### src/rtl/djs_pkg.sv
`timescale 1ns / 1ps
`default_nettype none
// ----------------------------------------------------------------------------
// djs_pkg
// Shared types and constants of the deadline job scheduler.
// ----------------------------------------------------------------------------
package djs_pkg;

	localparam int MaxJobsDef  = 64;
	localparam int MaxSlotsDef = 32;
	localparam int IdW         = 8;
	localparam int DlW         = 6;
	localparam int PrW         = 16;
	localparam int SlotW       = 5;
	localparam int SumW        = 21;
	localparam logic [SumW-1:0] SumMax = {SumW{1'b1}};

	typedef enum logic [3:0] {
		ST_LOAD,
		ST_PICK_START,
		ST_PICK_RD,
		ST_PICK_CMP,
		ST_PLACE,
		ST_EMIT_SCAN,
		ST_EMIT_WAIT,
		ST_TOTAL
	} djs_state_t;

	// Commands from the controller to the datapath.
	typedef struct packed {
		logic store;       // write incoming job into the store
		logic pick_clear;  // start a new maximum search
		logic pick_rd;     // advance the read index
		logic pick_cmp;    // compare the read entry with the best so far
		logic place;       // place the chosen job
		logic emit_step;   // advance the output slot pointer
		logic emit_slot;   // load a slot result into the output register
		logic emit_total;  // load the total result
		logic clear;       // clear batch state
	} djs_cmd_t;

	// Status from the datapath to the controller.
	typedef struct packed {
		logic rd_done;     // read index has passed the last stored job
		logic none_left;   // no unplaced job remains
		logic slot_hit;    // current output slot is used
		logic slot_end;    // output slot pointer at last slot
		logic out_busy;    // output register holds a beat not yet taken
	} djs_stat_t;

endpackage
`default_nettype wire

### src/rtl/djs_job_if.sv
`timescale 1ns / 1ps
`default_nettype none
// ----------------------------------------------------------------------------
// djs_job_if / djs_res_if
// Valid/ready channels for job beats and result beats.
// ----------------------------------------------------------------------------
interface djs_job_if;
	logic                        valid;
	logic                        ready;
	logic [djs_pkg::IdW-1:0]     job_id;
	logic [djs_pkg::DlW-1:0]     deadline;
	logic [djs_pkg::PrW-1:0]     profit;
	logic                        last;
	modport source (output valid, job_id, deadline, profit, last, input ready);
	modport sink   (input valid, job_id, deadline, profit, last, output ready);
endinterface

interface djs_res_if;
	logic                        valid;
	logic                        ready;
	logic [djs_pkg::IdW-1:0]     sched_id;
	logic [djs_pkg::SlotW-1:0]   slot;
	logic [djs_pkg::SumW-1:0]    total_profit;
	logic                        is_total;
	logic                        run_end;
	modport source (output valid, sched_id, slot, total_profit, is_total, run_end,
		input ready);
	modport sink   (input valid, sched_id, slot, total_profit, is_total, run_end,
		output ready);
endinterface
`default_nettype wire

### src/rtl/deadline_job_scheduler.sv
`timescale 1ns / 1ps
`default_nettype none
// ----------------------------------------------------------------------------
// deadline_job_scheduler
// Greedy job sequencing with deadlines over a batch of stored jobs.
// ----------------------------------------------------------------------------
// Channel  Dir  Beat
// jin      in   job_id, deadline, profit, last
// rout     out  sched_id, slot, total_profit, is_total, run_end
//
// Jobs load at one beat per cycle. After the last beat, each job is chosen by
// a scan of the job store RAM, and a final scan that finds nothing left ends
// the search before output starts. Output gives one beat per used slot, then
// the total beat; stalls on the result channel stretch it.
// Reset clears all control state; no clearing pass is needed.
// ----------------------------------------------------------------------------
module deadline_job_scheduler #(
	parameter int MaxJobs  = djs_pkg::MaxJobsDef,
	parameter int MaxSlots = djs_pkg::MaxSlotsDef
) (
	input  wire logic clk,
	input  wire logic arst_n,
	djs_job_if.sink   jin,
	djs_res_if.source rout
);
	djs_pkg::djs_cmd_t  cmd;
	djs_pkg::djs_stat_t stat;

	djs_ctrl u_ctrl (
		.clk      (clk),
		.arst_n   (arst_n),
		.in_valid (jin.valid),
		.in_last  (jin.last),
		.in_ready (jin.ready),
		.stat     (stat),
		.cmd      (cmd)
	);

	djs_datapath #(.MaxJobs(MaxJobs), .MaxSlots(MaxSlots)) u_dp (
		.clk    (clk),
		.arst_n (arst_n),
		.cmd    (cmd),
		.stat   (stat),
		.jin    (jin),
		.rout   (rout)
	);

	a_total_ends: assert property (@(posedge clk) disable iff (!arst_n)
		rout.valid |-> (rout.is_total == rout.run_end))
		else $error("total flag and run end disagree");
	a_total_clean: assert property (@(posedge clk) disable iff (!arst_n)
		(rout.valid && rout.is_total) |-> (rout.sched_id == '0 && rout.slot == '0))
		else $error("total beat carries slot data");
	a_no_overwrite: assert property (@(posedge clk) disable iff (!arst_n)
		(cmd.emit_slot || cmd.emit_total) |-> !(rout.valid && !rout.ready))
		else $error("pending result overwritten");
endmodule
`default_nettype wire

### src/rtl/djs_ram.sv
`timescale 1ns / 1ps
`default_nettype none
// ----------------------------------------------------------------------------
// djs_ram
// Generic single-port-write, one-port-read RAM with registered read data.
// ----------------------------------------------------------------------------
module djs_ram #(
	parameter int Width = 8,
	parameter int Depth = 64
) (
	input  wire logic                     clk,
	input  wire logic                     we,
	input  wire logic [$clog2(Depth)-1:0] waddr,
	input  wire logic [Width-1:0]         wdata,
	input  wire logic [$clog2(Depth)-1:0] raddr,
	output      logic [Width-1:0]         rdata
);
	logic [Width-1:0] mem_q [Depth];

	always_ff @(posedge clk) begin
		if (we) begin
			mem_q[waddr] <= wdata;
		end
		rdata <= mem_q[raddr];
	end
endmodule
`default_nettype wire

### src/rtl/djs_datapath.sv
`timescale 1ns / 1ps
`default_nettype none
// ----------------------------------------------------------------------------
// djs_datapath
// Job store, maximum search, slot table and output register.
// ----------------------------------------------------------------------------
module djs_datapath #(
	parameter int MaxJobs  = djs_pkg::MaxJobsDef,
	parameter int MaxSlots = djs_pkg::MaxSlotsDef
) (
	input  wire logic               clk,
	input  wire logic               arst_n,
	input  wire djs_pkg::djs_cmd_t  cmd,
	output      djs_pkg::djs_stat_t stat,
	djs_job_if.sink                 jin,
	djs_res_if.source               rout
);
	localparam int JaW = (MaxJobs > 1) ? $clog2(MaxJobs) : 1;
	localparam int JcW = $clog2(MaxJobs + 1);
	localparam int SaW = (MaxSlots > 1) ? $clog2(MaxSlots) : 1;
	localparam int EntW = djs_pkg::IdW + djs_pkg::DlW + djs_pkg::PrW;

	logic [JcW-1:0] count_q;
	logic [JcW-1:0] rd_q;      // index of the entry being read
	logic [JcW-1:0] cmp_idx_q; // index whose data appears on rdata
	logic [MaxJobs-1:0] done_q;
	logic           best_vld_q;
	logic [JaW-1:0] best_idx_q;
	logic [EntW-1:0] best_q;
	logic [EntW-1:0] rdata;
	logic [MaxSlots-1:0] used_q;
	logic [djs_pkg::IdW-1:0] owner_q [MaxSlots];
	logic [djs_pkg::SumW-1:0] sum_q;
	logic [SaW-1:0] eptr_q;
	logic           ovld_q;
	logic [djs_pkg::IdW-1:0] oid_q;
	logic [djs_pkg::SlotW-1:0] oslot_q;
	logic [djs_pkg::SumW-1:0] osum_q;
	logic           otot_q;

	logic [djs_pkg::PrW-1:0] rd_pr, best_pr;
	logic [djs_pkg::DlW-1:0] best_dl;
	logic [djs_pkg::IdW-1:0] best_id;
	logic           can_store;
	logic           have_slot;
	logic [SaW-1:0] free_slot;
	logic [djs_pkg::SumW:0] sum_nx;

	assign can_store = (count_q != JcW'(MaxJobs));
	assign rd_pr   = rdata[djs_pkg::PrW-1:0];
	assign best_pr = best_q[djs_pkg::PrW-1:0];
	assign best_dl = best_q[djs_pkg::PrW +: djs_pkg::DlW];
	assign best_id = best_q[djs_pkg::PrW + djs_pkg::DlW +: djs_pkg::IdW];

	djs_ram #(.Width(EntW), .Depth(MaxJobs)) u_store (
		.clk   (clk),
		.we    (cmd.store && can_store),
		.waddr (count_q[JaW-1:0]),
		.wdata ({jin.job_id, jin.deadline, jin.profit}),
		.raddr (rd_q[JaW-1:0]),
		.rdata (rdata)
	);

	// Latest free slot at or before the clamped deadline; a priority search
	// over the used bits, one slot per term.
	always_comb begin
		have_slot = 1'b0;
		free_slot = '0;
		for (int s = 0; s < MaxSlots; s++) begin
			if (!used_q[s] && (32'(best_dl) > 32'(s))) begin
				have_slot = 1'b1;
				free_slot = SaW'(s);
			end
		end
	end

	assign sum_nx = {1'b0, sum_q} + (djs_pkg::SumW+1)'(best_pr);

	always_ff @(posedge clk or negedge arst_n) begin
		if (!arst_n) begin
			count_q    <= '0;
			rd_q       <= '0;
			cmp_idx_q  <= '0;
			done_q     <= '0;
			best_vld_q <= 1'b0;
			used_q     <= '0;
			sum_q      <= '0;
			eptr_q     <= '0;
			ovld_q     <= 1'b0;
		end else begin
			if (cmd.store && can_store) begin
				count_q <= count_q + 1'b1;
			end
			if (cmd.pick_clear) begin
				rd_q       <= '0;
				best_vld_q <= 1'b0;
			end
			if (cmd.pick_rd) begin
				cmp_idx_q <= rd_q;
				rd_q      <= rd_q + 1'b1;
			end
			// Strictly greater keeps the earliest of equal profits.
			if (cmd.pick_cmp && !done_q[cmp_idx_q[JaW-1:0]] &&
				(!best_vld_q || rd_pr > best_pr)) begin
				best_vld_q <= 1'b1;
			end
			if (cmd.place) begin
				done_q[best_idx_q] <= 1'b1;
				if (have_slot) begin
					used_q[free_slot] <= 1'b1;
					sum_q <= sum_nx[djs_pkg::SumW] ? djs_pkg::SumMax
						: sum_nx[djs_pkg::SumW-1:0];
				end
			end
			if (cmd.emit_step) begin
				eptr_q <= eptr_q + 1'b1;
			end
			if (rout.valid && rout.ready) begin
				ovld_q <= 1'b0;
			end
			if (cmd.emit_slot || cmd.emit_total) begin
				ovld_q <= 1'b1;
			end
			if (cmd.clear) begin
				count_q <= '0;
				done_q  <= '0;
				used_q  <= '0;
				sum_q   <= '0;
				eptr_q  <= '0;
			end
		end
	end

	always_ff @(posedge clk) begin
		if (cmd.pick_cmp && !done_q[cmp_idx_q[JaW-1:0]] &&
			(!best_vld_q || rd_pr > best_pr)) begin
			best_q     <= rdata;
			best_idx_q <= cmp_idx_q[JaW-1:0];
		end
		if (cmd.place && have_slot) begin
			owner_q[free_slot] <= best_id;
		end
		if (cmd.emit_slot) begin
			oid_q   <= owner_q[eptr_q];
			oslot_q <= djs_pkg::SlotW'(eptr_q);
			osum_q  <= '0;
			otot_q  <= 1'b0;
		end else if (cmd.emit_total) begin
			oid_q   <= '0;
			oslot_q <= '0;
			osum_q  <= sum_q;
			otot_q  <= 1'b1;
		end
	end

	assign stat.rd_done   = (rd_q == count_q);
	assign stat.none_left = !best_vld_q;
	assign stat.slot_hit  = used_q[eptr_q];
	assign stat.slot_end  = (eptr_q == SaW'(MaxSlots - 1));
	assign stat.out_busy  = ovld_q && !rout.ready;

	assign rout.valid        = ovld_q;
	assign rout.sched_id     = oid_q;
	assign rout.slot         = oslot_q;
	assign rout.total_profit = osum_q;
	assign rout.is_total     = otot_q;
	assign rout.run_end      = otot_q;
endmodule
`default_nettype wire

### src/rtl/djs_ctrl.sv
`timescale 1ns / 1ps
`default_nettype none
// ----------------------------------------------------------------------------
// djs_ctrl
// Sequencer: load, repeated maximum search and placement, then emission.
// ----------------------------------------------------------------------------
module djs_ctrl (
	input  wire logic               clk,
	input  wire logic               arst_n,
	input  wire logic               in_valid,
	input  wire logic               in_last,
	output      logic               in_ready,
	input  wire djs_pkg::djs_stat_t stat,
	output      djs_pkg::djs_cmd_t  cmd
);
	djs_pkg::djs_state_t state_q, state_d;

	always_ff @(posedge clk or negedge arst_n) begin
		if (!arst_n) begin
			state_q <= djs_pkg::ST_LOAD;
		end else begin
			state_q <= state_d;
		end
	end

	always_comb begin
		state_d = state_q;
		unique case (state_q)
			djs_pkg::ST_LOAD: begin
				if (in_valid && in_last) state_d = djs_pkg::ST_PICK_START;
			end
			djs_pkg::ST_PICK_START: state_d = djs_pkg::ST_PICK_RD;
			djs_pkg::ST_PICK_RD: begin
				if (stat.rd_done) state_d = djs_pkg::ST_PLACE;
				else state_d = djs_pkg::ST_PICK_CMP;
			end
			djs_pkg::ST_PICK_CMP: state_d = djs_pkg::ST_PICK_RD;
			djs_pkg::ST_PLACE: begin
				if (stat.none_left) state_d = djs_pkg::ST_EMIT_SCAN;
				else state_d = djs_pkg::ST_PICK_START;
			end
			djs_pkg::ST_EMIT_SCAN: begin
				if (stat.out_busy) state_d = djs_pkg::ST_EMIT_SCAN;
				else if (stat.slot_end) state_d = djs_pkg::ST_TOTAL;
			end
			djs_pkg::ST_EMIT_WAIT: state_d = djs_pkg::ST_EMIT_SCAN;
			djs_pkg::ST_TOTAL: begin
				if (!stat.out_busy) state_d = djs_pkg::ST_LOAD;
			end
			default: state_d = djs_pkg::ST_LOAD;
		endcase
	end

	always_comb begin
		cmd      = '0;
		in_ready = 1'b0;
		unique case (state_q)
			djs_pkg::ST_LOAD: begin
				in_ready  = 1'b1;
				cmd.store = in_valid;
			end
			djs_pkg::ST_PICK_START: begin
				cmd.pick_clear = 1'b1;
			end
			djs_pkg::ST_PICK_RD: begin
				cmd.pick_rd = !stat.rd_done;
			end
			djs_pkg::ST_PICK_CMP: begin
				cmd.pick_cmp = 1'b1;
			end
			djs_pkg::ST_PLACE: begin
				cmd.place = !stat.none_left;
			end
			djs_pkg::ST_EMIT_SCAN: begin
				if (!stat.out_busy) begin
					cmd.emit_slot = stat.slot_hit;
					cmd.emit_step = !stat.slot_end;
				end
			end
			djs_pkg::ST_EMIT_WAIT: begin
				cmd = '0;
			end
			djs_pkg::ST_TOTAL: begin
				if (!stat.out_busy) begin
					cmd.emit_total = 1'b1;
					cmd.clear      = 1'b1;
				end
			end
			default: cmd = '0;
		endcase
	end
endmodule
`default_nettype wire

### src/flat_wrapper.sv
// flat-port wrapper written by rule: the top's interface ports become plain ports
module deadline_job_scheduler_flat 
#(
	parameter int MaxJobs  = djs_pkg::MaxJobsDef,
	parameter int MaxSlots = djs_pkg::MaxSlotsDef
)
  (clk, arst_n, jin_valid, jin_job_id, jin_deadline, jin_profit, jin_last, jin_ready, rout_valid, rout_sched_id, rout_slot, rout_total_profit, rout_is_total, rout_run_end, rout_ready);
  djs_job_if jin_i ();
  djs_res_if rout_i ();
  input  wire logic clk;
  input  wire logic arst_n;
  input wire logic [$bits(jin_i.valid)-1:0] jin_valid;
  input wire logic [$bits(jin_i.job_id)-1:0] jin_job_id;
  input wire logic [$bits(jin_i.deadline)-1:0] jin_deadline;
  input wire logic [$bits(jin_i.profit)-1:0] jin_profit;
  input wire logic [$bits(jin_i.last)-1:0] jin_last;
  output wire logic [$bits(jin_i.ready)-1:0] jin_ready;
  output wire logic [$bits(rout_i.valid)-1:0] rout_valid;
  output wire logic [$bits(rout_i.sched_id)-1:0] rout_sched_id;
  output wire logic [$bits(rout_i.slot)-1:0] rout_slot;
  output wire logic [$bits(rout_i.total_profit)-1:0] rout_total_profit;
  output wire logic [$bits(rout_i.is_total)-1:0] rout_is_total;
  output wire logic [$bits(rout_i.run_end)-1:0] rout_run_end;
  input wire logic [$bits(rout_i.ready)-1:0] rout_ready;
  assign jin_i.valid = jin_valid;
  assign jin_i.job_id = jin_job_id;
  assign jin_i.deadline = jin_deadline;
  assign jin_i.profit = jin_profit;
  assign jin_i.last = jin_last;
  assign jin_ready = jin_i.ready;
  assign rout_valid = rout_i.valid;
  assign rout_sched_id = rout_i.sched_id;
  assign rout_slot = rout_i.slot;
  assign rout_total_profit = rout_i.total_profit;
  assign rout_is_total = rout_i.is_total;
  assign rout_run_end = rout_i.run_end;
  assign rout_i.ready = rout_ready;
  deadline_job_scheduler #(.MaxJobs(MaxJobs), .MaxSlots(MaxSlots)) u_core (.clk(clk), .arst_n(arst_n), .jin(jin_i), .rout(rout_i));
endmodule
### config.mk
export PLATFORM = sky130hd
export DESIGN_NAME = deadline_job_scheduler_flat
export DESIGN_NICKNAME = d
export VERILOG_FILES = /design/src/rtl/djs_pkg.sv /design/src/rtl/djs_job_if.sv /design/src/rtl/deadline_job_scheduler.sv /design/src/rtl/djs_ram.sv /design/src/rtl/djs_datapath.sv /design/src/rtl/djs_ctrl.sv /design/src/flat_wrapper.sv
export SDC_FILE = /design/constraint.sdc
export NUM_CORES = 2
export LEC_CHECK = 0
export BUFFER_PORTS_ARGS = -buffer_cell sky130_fd_sc_hd__clkbuf_2
export CORE_MARGIN = 8
export CORE_UTILIZATION = 32
export DETAILED_ROUTE_END_ITERATION = 8
export GPL_TIMING_DRIVEN = 0
export PLACE_DENSITY = 0.53
export SLEW_MARGIN = 20
export SYNTH_ARGS = -nofsm -noshare
export SYNTH_HDL_FRONTEND = slang
export SYNTH_SLANG_ARGS = --single-unit
### constraint.sdc
create_clock -name clk -period 7.1 [get_ports clk]
set_input_delay 1.42 -clock clk [delete_from_list [all_inputs] [get_ports clk]]
set_output_delay 1.42 -clock clk [all_outputs]
set_load 0.1 [all_outputs]
After elaboration in Yosys (flattened, before gate mapping)
Memory sizes are Yosys's and may differ from the RTL's. A register that Yosys moved wholly into a read port is not among the register bits.
Index checks and enable logic that the tools add are counted.
W data, S select, Z words.

word-level totals
  register bits = 219
  RAM bits = 2176
  input bits = 35
  memories kept = 2
  logic and storage cells = 283

operators by class
  equality and inequality tests = 13
  reductions and logical operators = 92
  muxes and demuxes = 115
  magnitude comparators = 39
  bitwise logic cells = 2
  add/sub/neg operators = 4

memories
  name                       depth  bits a word  rd ports  clocked after memory_dff  write ports  RTL line            source
  u_core.u_dp.u_store.mem_q  64     30           1         1                         1            djs_ram.sv:18       logic [Width-1:0] mem_q [Depth];
  u_core.u_dp.owner_q        32     8            1         0                         1            djs_datapath.sv:32  logic [djs_pkg::IdW-1:0] owner_q [MaxSlots];

operators by type and width
  kind                   count
  $mux W5                34
  $mux W64               2
  $gt A6 B5 Y1 const B   16
  $mux W32               3
  $mux W21               4
  $or A64 B64 Y64        1
  $mux W1                51
  $gt A6 B4 Y1 const B   8
  $logic_and A1 B1 Y1    41
  $logic_not A1 Y1       37
  $or A32 B32 Y32        1
  $mux W7                4
  $pmux W4 S7            1
  $gt A6 B3 Y1 const B   4
  $add A21 B16 Y22       1
  $eq A4 B3 Y1 const B   4
  $gt A16 B16 Y1         1
  $mux W4                4
  $mux W8                2
  $reduce_bool A2 Y1     8
  $add A7 B1 Y7 const B  2
  $lt A6 B7 Y1 const B   2
  $gt A6 B1 Y1 const B   2
  $gt A6 B2 Y1 const B   2
  other kinds (22)       30

Depth between registers and ports, before layout
  word-level depth = 41
  mapped depth = 11
  depth with buffers taken out = 11

Worst setup path after synthesis
No wires, ideal clock.

  path kind = register -> register
  start point = reg u_core.u_ctrl.state_q[0]
  end point = mem u_core.u_dp.u_store.mem_q[59][0] (netlist bit) (enable)
  period minus slack after synthesis = 5.999 ns
  data arrival time = 5.582 ns
  path slack = 1.101 ns
  library setup time = 0.417 ns
  stages on the path, launching flop included = 7
  path buffers = 1
  data required time = 6.683 ns
  path through = dfrtp_1 -> clkbuf_1 -> nor3_1 -> o311ai_0 -> nor2_1 -> nand3_1 -> nor2_1

between the ends
  word-level cells in the longest chain between the ends = 5

ends and longest elaborated chain
  item                           RTL line            source
  start, declared                djs_ctrl.sv:16      djs_pkg::djs_state_t state_q, state_d;
  start signal, assigned         djs_ctrl.sv:20      state_q <= djs_pkg::ST_LOAD;
  start signal, assigned         djs_ctrl.sv:22      state_q <= state_d;
  $logic_not A4 Y1               djs_ctrl.sv:57      unique case (state_q)
  $mux W1                        djs_ctrl.sv:57
  $logic_and A1 B1 Y1            djs_datapath.sv:57  .we (cmd.store && can_store),
  $mux W1                        djs_ram.sv:21       if (we) begin
  $mux W1 (not written as such)  djs_ram.sv:22       mem_q[waddr] <= wdata;
  end, declared                  djs_ram.sv:18

No other way between the ends.

==> impl_metrics.toml <==
[yosys]
yosysUniqueCellTypes = 84
post_synth_instance_area_um2 = 95700
synth_flop_cell = "sky130_fd_sc_hd__edfxtp_1"
postSynth.asyncResetShare_pct = 6.06
synth_cells = 5237
synth_area_leader_cell = "sky130_fd_sc_hd__edfxtp_1"
ys_ff_latch = 2424
netlist_top_cells_count = "sky130_fd_sc_hd__edfxtp_1 (2225), sky130_fd_sc_hd__mux4_2 (381), sky130_fd_sc_hd__mux2i_1 (372), sky130_fd_sc_hd__a21oi_1 (367), sky130_fd_sc_hd__nand2_1 (235)"
fraction_of_the_yosys_area_taken_by_sequential_cells_pct = 74.7
mappedNetlistNets = 5310
yosysMostFrequentCell = "sky130_fd_sc_hd__edfxtp_1"
synth-edff-count = 2225
ys.warnings.count = 0
yosys.area.top_type_share_pct = 69.8
largest_cells_by_area_after_synthesis = "sky130_fd_sc_hd__edfxtp_1 (70%), sky130_fd_sc_hd__mux4_2 (9.0%), sky130_fd_sc_hd__mux2i_1 (3.9%), sky130_fd_sc_hd__dfrtp_1 (3.8%), sky130_fd_sc_hd__a21oi_1 (1.9%)"
postSynthAreaPerCell_um2 = 18.3

[die]
fp.dieArea_um2 = 317000
die_width_um = 563
row_count = 201
ioPinCount = 73
floorplan.core_area_um2 = 299000
starting_density_of_the_core_pct = 32.0
chipHeight_um = 563

[cts]
cts_hold_buf = 0
post_cts_resize_count = 0
clkSlewWorstSetupHoldPaths_ns = 0.07
cts-root-to-sink-buffers = 4
cts_buffers = 241
ctsRootBufferMaster = "sky130_fd_sc_hd__clkbuf_16"
cts.sinks = 2424
cts_post_setup_buffers_inserted = 0
clk-insertion-delay-late_ns = 0.92
cts_tree = "done"
cts.htree.levels = 4

[timing]
max_freq_mhz = 184
fin_worst_hold_slack_ns = 0.402
worstMarginPinSlew_ns = 1.20
timing.final.hold_violations = 0
rsz0062_at_grt = "false"
timing_max_transition_violations_final = 0
report.final.setup_viol = 0
slew_headroom_pct = 19.9
finalWorstSetupSlack_ns = 1.67
timing.final.crit_period_ns = 5.43
layout_worst_path_cycle_share_pct = 76.4
worst_clock_skew_ns = 0.0865

[flow_run]
max_cap_viol_count = 0

[detailed_routing]
totalWireLength_um = 272000
via_per_inst = 5.22
ant_nets = 0
drt_iter0_drc = 5652
dr.pass1.iters = 6
route.vias.total = 51200
remaining_drc_errors = 0
routed_wire_length_per_instance_um = 27.7

[worst_setup_path]
timing.critical_path.max_delay_family = "buffers and inverters"
critPathLaunchType = "flop"
timing.setup.critical_path_class = "reg2reg"
critical_path.endpoint_type = "flop"
crit_path_max_cell_delay_ns = 0.91
timing.rr.start = "u_core.u_dp.rd_q[0]"
worstPathBufferInverterCount = 4
crit_top_cell = "sky130_fd_sc_hd__clkbuf_1"
r2r-end = "u_core.u_dp.u_store.rdata[12]"
r2r_cells = 9
sequence_of_cells_on_the_critical_path = "clkbuf_1 -> buf_2 -> clkbuf_1 -> buf_1 -> mux2i_1 -> o21ai_0 -> o22ai_1 -> a21oi_1 -> mux4_2"
timing.critical_path.fanout_max = 11
critPathRequiredTime_ns = 7.86
setup.reg_to_reg.worst_slack_ns = 1.67
critical-path-slowest-cell = "sky130_fd_sc_hd__clkbuf_1"
worst_ep_arrival_ns = 6.19

[pwr]
cell_pwr_density_nw_per_um2 = 321
vdd.ir_drop.worst_uv = 231
power.leakage_nw = 34.4

[place]
placement.io_buffers = 72
dpl.cell_count = 9365
gp_congestion = 0.888
placement.setup.worst_slack_ns = 1.67
dp.final_hpwl_um = 189000

[min_path]
hold_path.class = "reg2reg"
worst_hold_path.endpoint = "u_core.u_dp.best_q[17]"
min-delay-start = "u_core.u_dp.u_store.rdata[17]"
hold_depth = 0

[global_routing]
grt_pass1_wl_um = 383000
grtUsageTotal_pct = 16.7
via_count_of_the_first_global_routing_pass = 50800
antenna_found_initial = 27
globalRoute.totalOverflow = 0
grt_max_degree = 89

[cells_and_area]
final_layout_size_suffix_gt1_share_pct = 20.2
final.fill_count = 27600
layout-area-overhead-vs-synth_pct = 16.5
num-nets-final = 5727
layout.core_utilization_pct = 37.3
final-instance-count-excl-fill = 9810

[run_status]
result_of_the_run = "finished clean"
worst max path at each step:
| stage | start | end | slack, ns | depth (start not counted) |
|---|---|---|---|---|
| 2_1_floorplan | u_core.u_ctrl.state_q[0] | u_core.u_dp.u_store.mem_q[59][0] | 1.10 | 6 |
| 3_3_place_gp | u_core.u_dp.cmp_idx_q[1] | u_core.u_dp.best_q[23] | -0.61 | 6 |
| 3_5_place_dp | u_core.u_dp.rd_q[0] | u_core.u_dp.u_store.rdata[12] | 1.67 | 9 |
| 4_1_cts | u_core.u_dp.rd_q[0] | u_core.u_dp.u_store.rdata[12] | 1.62 | 9 |
| 5_1_grt | u_core.u_dp.rd_q[0] | u_core.u_dp.u_store.rdata[12] | 1.67 | 9 |
| 6_report | u_core.u_dp.rd_q[0] | u_core.u_dp.u_store.rdata[12] | 1.67 | 9 |
metal layers:
layer | share of wire, % | track usage [%] | vias up | routed length, um
li1 | - | - | 22000 | -
met1 | 43 | 22.8 | 27100 | 116000
met2 | 47 | 27.3 | 1698 | 129000
met3 | 7.3 | 3.48 | 357 | 19900
met4 | 2.5 | 4.33 | 8 | 6780
met5 | 0.020 | 0 | - | 54
cell type report:
type / count / area [um2] / share of cell area (%)
Buffer: 305 / 1290 / 1.16
Multi-Input combinational cell: 2469 / 23300 / 20.9
Antenna cell: 12 / 30.0 / 0.0269
Inverter: 39 / 146 / 0.131
Timing Repair Buffer: 174 / 2700 / 2.42
Clock inverter: 100 / 868 / 0.779
Tap cell: 3958 / 4950 / 4.44
Sequential cell: 2424 / 71500 / 64.1
Clock buffer: 329 / 6660 / 5.97
worst register-to-register path, stage by stage, from the launching register on:
cell,delay [ns]
sky130_fd_sc_hd__dfrtp_1,0.41
sky130_fd_sc_hd__clkbuf_1,0.34
sky130_fd_sc_hd__buf_2,0.60
sky130_fd_sc_hd__clkbuf_1,0.91
sky130_fd_sc_hd__buf_1,0.78
sky130_fd_sc_hd__mux2i_1,0.17
sky130_fd_sc_hd__o21ai_0,0.42
sky130_fd_sc_hd__o22ai_1,0.16
sky130_fd_sc_hd__a21oi_1,0.87
sky130_fd_sc_hd__mux4_2,0.60
stage by stage:
step | instance area, um2 | TNS [ns] | power (mW)
after floorplan | 95700 | 0 | 21.1
after global placement | 101000 | -261.51 | 23.6
after detailed placement | 104000 | 0 | 23.7
after CTS | 111000 | 0 | 36.0
after global routing | 111000 | 0 | 37.0
final | 112000 | 0 | 35.8
placed cells by master, fill, tap and decap left out, types with 13 or more instances in the layout:
cell type / instances
sky130_fd_sc_hd__nor2b_1: 17
sky130_fd_sc_hd__nand3_1: 27
sky130_fd_sc_hd__dfrtp_1: 147
sky130_fd_sc_hd__nor2_1: 149
sky130_fd_sc_hd__xnor2_1: 13
sky130_fd_sc_hd__clkinv_1: 47
sky130_fd_sc_hd__clkbuf_4: 30
sky130_fd_sc_hd__xor2_1: 15
sky130_fd_sc_hd__buf_12: 44
sky130_fd_sc_hd__buf_16: 42
sky130_fd_sc_hd__mux4_2: 381
sky130_fd_sc_hd__clkbuf_8: 18
sky130_fd_sc_hd__o221ai_1: 120
sky130_fd_sc_hd__clkbuf_16: 247
sky130_fd_sc_hd__bufinv_16: 14
sky130_fd_sc_hd__clkbuf_1: 236
sky130_fd_sc_hd__a21o_1: 27
sky130_fd_sc_hd__ha_1: 37
sky130_fd_sc_hd__a21oi_1: 359
sky130_fd_sc_hd__mux2i_1: 372
sky130_fd_sc_hd__clkinv_2: 29
sky130_fd_sc_hd__nand2_1: 235
sky130_fd_sc_hd__o22ai_1: 124
sky130_fd_sc_hd__dfxtp_1: 52
sky130_fd_sc_hd__mux2_2: 126
sky130_fd_sc_hd__clkbuf_2: 64
sky130_fd_sc_hd__nor2_4: 64
sky130_fd_sc_hd__inv_1: 39
sky130_fd_sc_hd__nor3b_1: 13
sky130_fd_sc_hd__nor3_1: 22
sky130_fd_sc_hd__buf_1: 61
sky130_fd_sc_hd__buf_2: 38
sky130_fd_sc_hd__edfxtp_1: 2225
sky130_fd_sc_hd__o21ai_0: 169
registers in the layout, summed over array words and instances (netlist names):
name and flops:
u_core.u_dp.u_store.mem_q 1920, u_core.u_dp.owner_q 256, u_core.u_dp.done_q 64, u_core.u_dp.used_q 32
u_core.u_dp.best_q 30, u_core.u_dp.u_store.rdata 30, u_core.u_dp.rout.total_profit 21, u_core.u_dp.sum_q 21
u_core.u_dp.rout.sched_id 8, u_core.u_dp.count_q 7, u_core.u_dp.rd_q 7, u_core.u_dp.best_idx_q 6
u_core.u_dp.cmp_idx_q 6, u_core.u_dp.eptr_q 5, u_core.u_dp.rout.slot 5, u_core.u_ctrl.state_q 3
u_core.u_dp.best_vld_q 1, u_core.u_dp.rout.is_total 1, u_core.u_dp.rout.valid 1
report_power, final:
group	switching [mW]	total, mW	internal, mW	leakage, nW
Combinational	4.33	6.82	2.50	8.33
Sequential	0.404	16.6	16.2	22.4
Clock	5.38	12.4	7.02	3.68
Total	10.1	35.8	25.7	34.4
cell families (layout without fill, tap and decap cells):
| kind of cell | count (synthesis) | after routing | share of synthesized area, % |
|---|---|---|---|
| XOR/XNOR | 28 | 28 | 0.256 |
| adder cells (fa/ha/maj) | 38 | 38 | 0.505 |
| multiplexers | 879 | 879 | 14.3 |
| AO/OA/AOI/OAI | 897 | 897 | 5.73 |
| buffers and inverters | 344 | 947 | 1.46 |
| AND/OR/NAND/NOR | 627 | 627 | 2.98 |
| other | 0 | 12 | 0 |
| flip-flops | 2424 | 2424 | 74.7 |
No activity file was read; power rests on OpenSTA's default activity.
